`config.mk`:
```
export PLATFORM = sky130hd
export DESIGN_NAME = julia_escape_time
export DESIGN_NICKNAME = d
export VERILOG_FILES = /design/src/sv/jet_pkg.sv /design/src/sv/jet_mul.sv /design/src/sv/julia_escape_time.sv
export SDC_FILE = /design/constraint.sdc
export NUM_CORES = 2
export LEC_CHECK = 0
export ABC_AREA = 0
export BUFFER_PORTS_ARGS = -buffer_cell sky130_fd_sc_hd__buf_2
export CAP_MARGIN = 20
export CORE_UTILIZATION = 50
export CTS_BUF_LIST = sky130_fd_sc_hd__clkbuf_16
export DETAILED_ROUTE_END_ITERATION = 12
export PLACE_DENSITY = 0.65
export SYNTH_ARGS = -nofsm -noshare
export SYNTH_HDL_FRONTEND = slang
export SYNTH_HIERARCHICAL = 1
export SYNTH_SLANG_ARGS = --single-unit
```
`constraint.sdc`:
```
create_clock -name i_clk -period 23.3 [get_ports i_clk]
set_input_delay 2.33 -clock i_clk [delete_from_list [all_inputs] [get_ports i_clk]]
set_output_delay 2.33 -clock i_clk [all_outputs]
set_load 0.02 [all_outputs]
```
`src/sv/jet_pkg.sv`:
```
`timescale 1ns / 1ps

package jet_pkg;

    localparam int unsigned FRAC_BITS = 28;
    localparam int unsigned MAX_DIM   = 2048;

    localparam int unsigned PIX_W   = 11;
    localparam int unsigned ITER_W  = 12;
    localparam int unsigned STEP_W  = 31;
    localparam int unsigned COORD_W = 32;
    localparam int unsigned MUL_W   = COORD_W + 1;
    localparam int unsigned PROD_W  = 2 * MUL_W;
    localparam int unsigned CFG_W   = 3;
    localparam int unsigned DIM_W   = 14;

    localparam logic [STEP_W-1:0]         RST_PIXEL_STEP = 31'd2684354;
    localparam logic signed [COORD_W-1:0] RST_ORIGIN     = -32'sd536870912;
    localparam logic signed [COORD_W-1:0] RST_JULIA      = 32'sd0;
    localparam logic [ITER_W-1:0]         RST_MAX_ITER   = 12'd100;

    typedef enum logic [CFG_W-1:0] {
        CFG_PIXEL_STEP = 3'd0,
        CFG_ORIGIN_RE  = 3'd1,
        CFG_ORIGIN_IM  = 3'd2,
        CFG_JULIA_RE   = 3'd3,
        CFG_JULIA_IM   = 3'd4,
        CFG_MAX_ITER   = 3'd5
    } t_cfg_idx;

    typedef enum logic [3:0] {
        S_IDLE,
        S_REDUCE,
        S_MY,
        S_AY,
        S_LOOP,
        S_SQI,
        S_CRS,
        S_ESC,
        S_UPD
    } t_state;

    typedef struct packed {
        logic [PIX_W-1:0] pixel_x;
        logic [PIX_W-1:0] pixel_y;
    } t_pixel;

    typedef struct packed {
        logic [ITER_W-1:0] iter_count;
        logic              inside_res;
    } t_result;

    function automatic logic signed [COORD_W-1:0] sat32(input logic signed [PROD_W-1:0] v);
        logic signed [COORD_W-1:0] r;
        if (v > 66'sd2147483647) begin
            r = 32'sh7FFFFFFF;
        end else if (v < -66'sd2147483648) begin
            r = 32'sh80000000;
        end else begin
            r = v[COORD_W-1:0];
        end
        return r;
    endfunction

    // floor shift of a product, then clamp to the coordinate range
    function automatic logic signed [COORD_W-1:0] shr_sat(input logic signed [PROD_W-1:0] p,
                                                          input int unsigned s);
        return sat32(p >>> s);
    endfunction

endpackage

```
`src/sv/jet_mul.sv`:
```
`timescale 1ns / 1ps

module jet_mul (
    input  logic                               i_clk,
    input  logic signed [jet_pkg::MUL_W-1:0]   i_a,
    input  logic signed [jet_pkg::MUL_W-1:0]   i_b,
    output logic signed [jet_pkg::PROD_W-1:0]  o_prod
);

    logic signed [jet_pkg::PROD_W-1:0] r_prod;
    logic signed [jet_pkg::PROD_W-1:0] n_prod;

    assign n_prod = i_a * i_b;

    always_ff @(posedge i_clk) begin
        r_prod <= n_prod;
    end

    assign o_prod = r_prod;

endmodule

```
`src/sv/julia_escape_time.sv`:
```
`timescale 1ns / 1ps

// Julia-set escape-time unit. Pulse start with a pixel while busy is low; the
// word is taken at that edge and busy rises until the result is out. Every
// multiplication runs on one 33x33 signed multiplier with a registered
// product, stepped by a small sequencer, so the multiplier sets the pace.
// Pixel indexes at or above MAX_DIM are folded in S_REDUCE (only possible
// when MAX_DIM is below 2048, never by default); setup runs through S_REDUCE,
// S_MY and S_AY, each iteration through S_LOOP, S_SQI, S_CRS, S_ESC and S_UPD,
// and the unit finishes in S_LOOP (limit reached) or S_ESC (escape). The result
// appears on o_result for exactly one cycle with o_done high and cannot be
// stalled, so the receiver must take it then. A new pixel may be started in the
// same cycle the result is shown. The configuration port is always ready; write it only while the unit is idle.
module julia_escape_time #(
    parameter int unsigned MAX_DIM   = jet_pkg::MAX_DIM,
    parameter int unsigned FRAC_BITS = jet_pkg::FRAC_BITS
) (
    input  logic                          i_clk,
    input  logic                          i_rst_n,
    input  logic                          start,
    output logic                          busy,
    input  jet_pkg::t_pixel               i_pixel,
    output logic                          o_done,
    output jet_pkg::t_result              o_result,
    input  logic                          i_cfg_valid,
    output logic                          o_cfg_ready,
    input  logic [jet_pkg::CFG_W-1:0]     i_cfg_index,
    input  logic [jet_pkg::COORD_W-1:0]   i_cfg_data
);

    // 4.0 in the coordinate format
    localparam logic signed [jet_pkg::PROD_W-1:0] ESC_LIMIT =
        jet_pkg::PROD_W'(4) <<< FRAC_BITS;

    // configuration
    logic [jet_pkg::STEP_W-1:0]          r_pixel_step;
    logic signed [jet_pkg::COORD_W-1:0]  r_origin_re;
    logic signed [jet_pkg::COORD_W-1:0]  r_origin_im;
    logic signed [jet_pkg::COORD_W-1:0]  r_julia_re;
    logic signed [jet_pkg::COORD_W-1:0]  r_julia_im;
    logic [jet_pkg::ITER_W-1:0]          r_max_iter;

    // sequencer and datapath
    jet_pkg::t_state                     r_state, n_state;
    logic [jet_pkg::PIX_W-1:0]           r_px, n_px;
    logic [jet_pkg::PIX_W-1:0]           r_py, n_py;
    logic signed [jet_pkg::COORD_W-1:0]  r_zr, n_zr;
    logic signed [jet_pkg::COORD_W-1:0]  r_zi, n_zi;
    logic signed [jet_pkg::COORD_W-1:0]  r_zr2, n_zr2;
    logic signed [jet_pkg::COORD_W-1:0]  r_zi2, n_zi2;
    logic signed [jet_pkg::COORD_W-1:0]  r_diff, n_diff;
    logic [jet_pkg::ITER_W-1:0]          r_count, n_count;
    logic                                r_done, n_done;
    jet_pkg::t_result                    r_res, n_res;

    logic signed [jet_pkg::MUL_W-1:0]    mul_a, mul_b;
    logic signed [jet_pkg::PROD_W-1:0]   prod;
    logic signed [jet_pkg::MUL_W-1:0]    step_op;
    logic [jet_pkg::DIM_W-1:0]           dim_c;
    logic                                px_hi, py_hi;
    logic                                iter_end;
    logic                                escape;

    assign dim_c    = jet_pkg::DIM_W'(MAX_DIM);
    assign px_hi    = jet_pkg::DIM_W'(r_px) >= dim_c;
    assign py_hi    = jet_pkg::DIM_W'(r_py) >= dim_c;
    assign step_op  = $signed({2'b00, r_pixel_step});
    assign iter_end = r_count >= r_max_iter;
    assign escape   = (jet_pkg::PROD_W'(r_zr2) + jet_pkg::PROD_W'(r_zi2)) >= ESC_LIMIT;

    jet_mul u_mul (
        .i_clk  (i_clk),
        .i_a    (mul_a),
        .i_b    (mul_b),
        .o_prod (prod)
    );

    // next state
    always_comb begin
        n_state = r_state;
        case (r_state)
            jet_pkg::S_IDLE: begin
                if (start) n_state = jet_pkg::S_REDUCE;
            end
            jet_pkg::S_REDUCE: begin
                if (!px_hi && !py_hi) n_state = jet_pkg::S_MY;
            end
            jet_pkg::S_MY:  n_state = jet_pkg::S_AY;
            jet_pkg::S_AY:  n_state = jet_pkg::S_LOOP;
            jet_pkg::S_LOOP: begin
                n_state = iter_end ? jet_pkg::S_IDLE : jet_pkg::S_SQI;
            end
            jet_pkg::S_SQI: n_state = jet_pkg::S_CRS;
            jet_pkg::S_CRS: n_state = jet_pkg::S_ESC;
            jet_pkg::S_ESC: begin
                n_state = escape ? jet_pkg::S_IDLE : jet_pkg::S_UPD;
            end
            jet_pkg::S_UPD: n_state = jet_pkg::S_LOOP;
            default:        n_state = jet_pkg::S_IDLE;
        endcase
    end

    // datapath control
    always_comb begin
        n_px    = r_px;
        n_py    = r_py;
        n_zr    = r_zr;
        n_zi    = r_zi;
        n_zr2   = r_zr2;
        n_zi2   = r_zi2;
        n_diff  = r_diff;
        n_count = r_count;
        n_done  = 1'b0;
        n_res   = r_res;
        mul_a   = jet_pkg::MUL_W'(r_zr);
        mul_b   = jet_pkg::MUL_W'(r_zr);
        case (r_state)
            jet_pkg::S_IDLE: begin
                if (start) begin
                    n_px    = i_pixel.pixel_x;
                    n_py    = i_pixel.pixel_y;
                    n_count = '0;
                end
            end
            jet_pkg::S_REDUCE: begin
                // fold indices into the frame, then scale x
                if (px_hi) n_px = jet_pkg::PIX_W'(jet_pkg::DIM_W'(r_px) - dim_c);
                if (py_hi) n_py = jet_pkg::PIX_W'(jet_pkg::DIM_W'(r_py) - dim_c);
                mul_a = $signed({{(jet_pkg::MUL_W - jet_pkg::PIX_W){1'b0}}, r_px});
                mul_b = step_op;
            end
            jet_pkg::S_MY: begin
                n_zr  = jet_pkg::sat32(prod + jet_pkg::PROD_W'(r_origin_re));
                mul_a = $signed({{(jet_pkg::MUL_W - jet_pkg::PIX_W){1'b0}}, r_py});
                mul_b = step_op;
            end
            jet_pkg::S_AY: begin
                n_zi = jet_pkg::sat32(prod + jet_pkg::PROD_W'(r_origin_im));
            end
            jet_pkg::S_LOOP: begin
                if (iter_end) begin
                    n_done           = 1'b1;
                    n_res.iter_count = r_count;
                    n_res.inside_res = (r_count == r_max_iter);
                end
            end
            jet_pkg::S_SQI: begin
                n_zr2 = jet_pkg::shr_sat(prod, FRAC_BITS);
                mul_a = jet_pkg::MUL_W'(r_zi);
                mul_b = jet_pkg::MUL_W'(r_zi);
            end
            jet_pkg::S_CRS: begin
                n_zi2 = jet_pkg::shr_sat(prod, FRAC_BITS);
                mul_a = jet_pkg::MUL_W'(r_zr);
                mul_b = jet_pkg::MUL_W'(r_zi);
            end
            jet_pkg::S_ESC: begin
                if (escape) begin
                    n_done           = 1'b1;
                    n_res.iter_count = r_count;
                    n_res.inside_res = (r_count == r_max_iter);
                end else begin
                    n_diff = jet_pkg::sat32(jet_pkg::PROD_W'(r_zr2) - jet_pkg::PROD_W'(r_zi2));
                    // one shift less doubles the cross product
                    n_zi   = jet_pkg::sat32(
                        jet_pkg::PROD_W'(jet_pkg::shr_sat(prod, FRAC_BITS - 1))
                        + jet_pkg::PROD_W'(r_julia_im));
                end
            end
            jet_pkg::S_UPD: begin
                n_zr    = jet_pkg::sat32(jet_pkg::PROD_W'(r_diff) + jet_pkg::PROD_W'(r_julia_re));
                n_count = r_count + 1'b1;
            end
            default: begin
                n_done = 1'b0;
            end
        endcase
    end

    always_ff @(posedge i_clk) begin
        if (!i_rst_n) begin
            r_state <= jet_pkg::S_IDLE;
            r_done  <= 1'b0;
        end else begin
            r_state <= n_state;
            r_done  <= n_done;
        end
    end

    always_ff @(posedge i_clk) begin
        r_px    <= n_px;
        r_py    <= n_py;
        r_zr    <= n_zr;
        r_zi    <= n_zi;
        r_zr2   <= n_zr2;
        r_zi2   <= n_zi2;
        r_diff  <= n_diff;
        r_count <= n_count;
        r_res   <= n_res;
    end

    // configuration registers; unknown indexes drop the word
    always_ff @(posedge i_clk) begin
        if (!i_rst_n) begin
            r_pixel_step <= jet_pkg::RST_PIXEL_STEP;
            r_origin_re  <= jet_pkg::RST_ORIGIN;
            r_origin_im  <= jet_pkg::RST_ORIGIN;
            r_julia_re   <= jet_pkg::RST_JULIA;
            r_julia_im   <= jet_pkg::RST_JULIA;
            r_max_iter   <= jet_pkg::RST_MAX_ITER;
        end else if (i_cfg_valid) begin
            case (jet_pkg::t_cfg_idx'(i_cfg_index))
                jet_pkg::CFG_PIXEL_STEP: r_pixel_step <= i_cfg_data[jet_pkg::STEP_W-1:0];
                jet_pkg::CFG_ORIGIN_RE:  r_origin_re  <= $signed(i_cfg_data);
                jet_pkg::CFG_ORIGIN_IM:  r_origin_im  <= $signed(i_cfg_data);
                jet_pkg::CFG_JULIA_RE:   r_julia_re   <= $signed(i_cfg_data);
                jet_pkg::CFG_JULIA_IM:   r_julia_im   <= $signed(i_cfg_data);
                jet_pkg::CFG_MAX_ITER:   r_max_iter   <= i_cfg_data[jet_pkg::ITER_W-1:0];
                default: begin
                    r_max_iter <= r_max_iter;
                end
            endcase
        end
    end

    assign busy        = (r_state != jet_pkg::S_IDLE);
    assign o_done      = r_done;
    assign o_result    = r_res;
    assign o_cfg_ready = 1'b1;

`ifndef SYNTHESIS
    a_done_single: assert property (@(posedge i_clk) disable iff (!i_rst_n)
        o_done |=> !o_done)
        else $error("result strobe held longer than one cycle");

    a_start_busy: assert property (@(posedge i_clk) disable iff (!i_rst_n)
        (start && !busy) |=> busy)
        else $error("accepted pixel did not raise busy");

    a_done_source: assert property (@(posedge i_clk) disable iff (!i_rst_n)
        o_done |-> ($past(r_state) == jet_pkg::S_LOOP || $past(r_state) == jet_pkg::S_ESC))
        else $error("result strobe without loop exit");

    a_count_step: assert property (@(posedge i_clk) disable iff (!i_rst_n)
        (r_state == jet_pkg::S_UPD) |=> (r_count == jet_pkg::ITER_W'($past(r_count) + 1'b1)))
        else $error("iteration count did not advance");
`endif

endmodule
```
==> reports/metrics.yaml <==
layout_common_cells: "inv_1, fa_1, nand2_1, a21oi_1, and2_1"
worstMarginPinSlew_ps: 1120
finalHoldViolCount: 0
initial_core_util_pct: 50.4
end_kind: "register"
setup_tns_ps: 0
status: "complete, no violations"
ios: 77
worst-r2r-cell-count: 30
critPathMostFrequentCell: "fa_1"
period_share_pct: 47.3
drtIter0Drc: 4600
ys.flop_type: "dfxtp_1"
reg2reg_from: "r_state[3]"
wl_um: 222000
mostFrequentLayoutCell: "inv_1"
cts_setup_buffers: 0
drcViolationCount: 0
cts_tree: "yes"
dr.pass1.iters: 7
io_buffers: 75
grtUsageTotal_pct: 31.0
nNetsFinal: 9715
cts_sinks: 449
fin_crit_ps: 11020
cts_max_path_buffers: 3
start_kind: "register"
netlist_instances: 8213
synth.distinct_cells: 110
wl_per_cell_um: 22.3
rrSetupSlack_ps: 12280
synth-edff-count: 207
ctsResizeCount: 0
antenna_found_initial: 8
syn-num-nets: 9913
synth-seq-cells: 449
syn_area_um2: 71400
rows: 138
areaGrowthSynthToFinish_pct: 5.27
relSlewSlack_pct: 24.1
detail-route-antenna-nets: 0
maxSlewViolCount: 0
h-tree-depth: 2
syn_area_per_cell_um2: 8.69
root_buffer: "clkbuf_16"
cts_buffers: 53
path_max_fanout: 44
grt_max_degree: 85
place_congestion: 1.03
whs_endpoint: "r_pixel_step[18]"
ys_warn_count: 6
max_freq_ghz: 0.0908
core-area_um2: 142000
hold_depth: 2
via_per_inst: 5.82
clk_pin_slew_ps: 60
rsz0062_at_grt: "no"
hp-class: "reg -> reg"
grt_overflow: 0
die_x_um: 380
synthArstFlopShare_pct: 0
vias: 57900
drive_gt1_share_pct: 4.59
path_class: "reg -> reg"
slowest_stage: "nand3_1"
finalSetupViolations: 0
min-delay-start: "r_pixel_step[18]"
grt_pass1_wl_um: 348000
die_area_um2: 144000
ys_seq_area_share_pct: 15.5
required_ps: 23820
antenna-diode-count: 0
place_hpwl_um: 176000
r2r-end: "u_mul/o_prod[63]"
cts_hold_buf: 0
critical_path.max_stage_delay_ps: 720
fin_skew_ps: 35.7
die_h_um: 380
cp.arrival_ps: 11540
clock_latency_ps: 670
max_cap_violations: 0
grt_pass1_vias: 58700
-- cell type report --
| cell class | count | area [µm²] |
|---|---|---|
| Fill cell | 13100 | 66400 |
| Multi-Input combinational cell | 6053 | 54000 |
| Sequential cell | 449 | 11100 |
| Inverter | 1280 | 4810 |
| Tap cell | 1890 | 2360 |
| Clock buffer | 56 | 1400 |
| Timing Repair Buffer | 178 | 1170 |
| Clock inverter | 43 | 343 |
-- layer usage --
layer	part of all wire [%]	wire length [µm]	GRT usage (%)
met5	0	0	0
met4	3.5	7670	10.0
met3	8.4	18500	4.23
met2	45	98700	47.9
met1	44	96700	45.1
-- per-stage QoR --
step | instances | hold slack (ps) | worst slack, ps | util (%) | instance area [µm²]
2_1_floorplan | 8213 | 432 | 13580 | - | 71400
3_3_place_gp | 9847 | 442 | 12570 | 51.8 | 73400
3_5_place_dp | 9849 | 444 | 12380 | 51.8 | 73400
4_1_cts | 9948 | 454 | 12310 | 53.1 | 75200
5_1_grt | 9949 | 475 | 11640 | 53.1 | 75200
6_report | 9949 | 451 | 12280 | 53.1 | 75200
-- logic make-up after synthesis --
family / synth area share (%)
muxes: 0.142
AOI/OAI and AO/OA: 13.8
buffers and inverters: 9.12
DFF: 15.5
other: 0.00525
adders and majority gates: 40.9
xor gates and xnor gates: 3.08
and+or+nand+nor: 17.5
-- synthesized netlist by cell type (23+ instances only) --
master	n	area, µm²
o21bai_1	53	398
a21o_1	157	1180
nor3b_1	39	293
a211oi_1	36	270
edfxtp_1	207	6220
and3_1	37	231
nand2b_1	54	338
xnor2_1	157	1380
buf_2	24	120
a221o_1	36	360
nand3_1	111	556
clkbuf_1	382	1430
a31oi_1	23	144
o21a_1	73	548
fa_1	1151	23000
nand2_1	1145	4300
and2_1	583	3650
o22ai_1	37	231
xor2_1	94	823
inv_1	1278	4800
nor2b_1	29	181
dfxtp_1	242	4840
nand4_1	80	500
a21oi_1	611	3060
ha_1	488	6110
nor3_1	81	405
or3_1	24	150
o21ai_0	271	1360
nor2_1	312	1170
-- critical path: cells and delay by family, from the launching register on --
family | cells | cell delay, ps
fa+ha+maj | 9 | 4480
compound gates | 9 | 1990
flops | 1 | 380
simple gates | 5 | 2020
buf+inv | 7 | 1950
-- flip-flops by register name, summed over array words and instances, names as in the netlist --
name	cells
r_state	4
o_result	13
r_count	12
r_zi	32
r_pixel_step	31
r_px	11
r_zr	32
r_max_iter	12
o_done	1
r_diff	32
r_julia_re	32
r_origin_im	32
u_mul/o_prod	66
r_julia_im	32
r_zr2	32
r_py	11
r_zi2	32
r_origin_re	32
-- how the worst max path moves through the flow --
| stage | startpoint | endpoint | slack (ps) | cells past startpoint |
|---|---|---|---|---|
| floorplan | r_state[0] | u_mul/o_prod[63] | 13580 | 32 |
| global route | r_state[3] | u_mul/o_prod[63] | 11640 | 33 |
| finish | r_state[3] | u_mul/o_prod[63] | 12280 | 30 |
| CTS | r_state[3] | u_mul/o_prod[63] | 12310 | 30 |
| global placement | r_state[3] | u_mul/o_prod[63] | 12570 | 30 |
| detailed placement | r_state[3] | u_mul/o_prod[63] | 12380 | 30 |
Power is left out: the tool's default activity adds up to more than one toggle a clock period on the data nets, which glitch-free logic cannot reach.
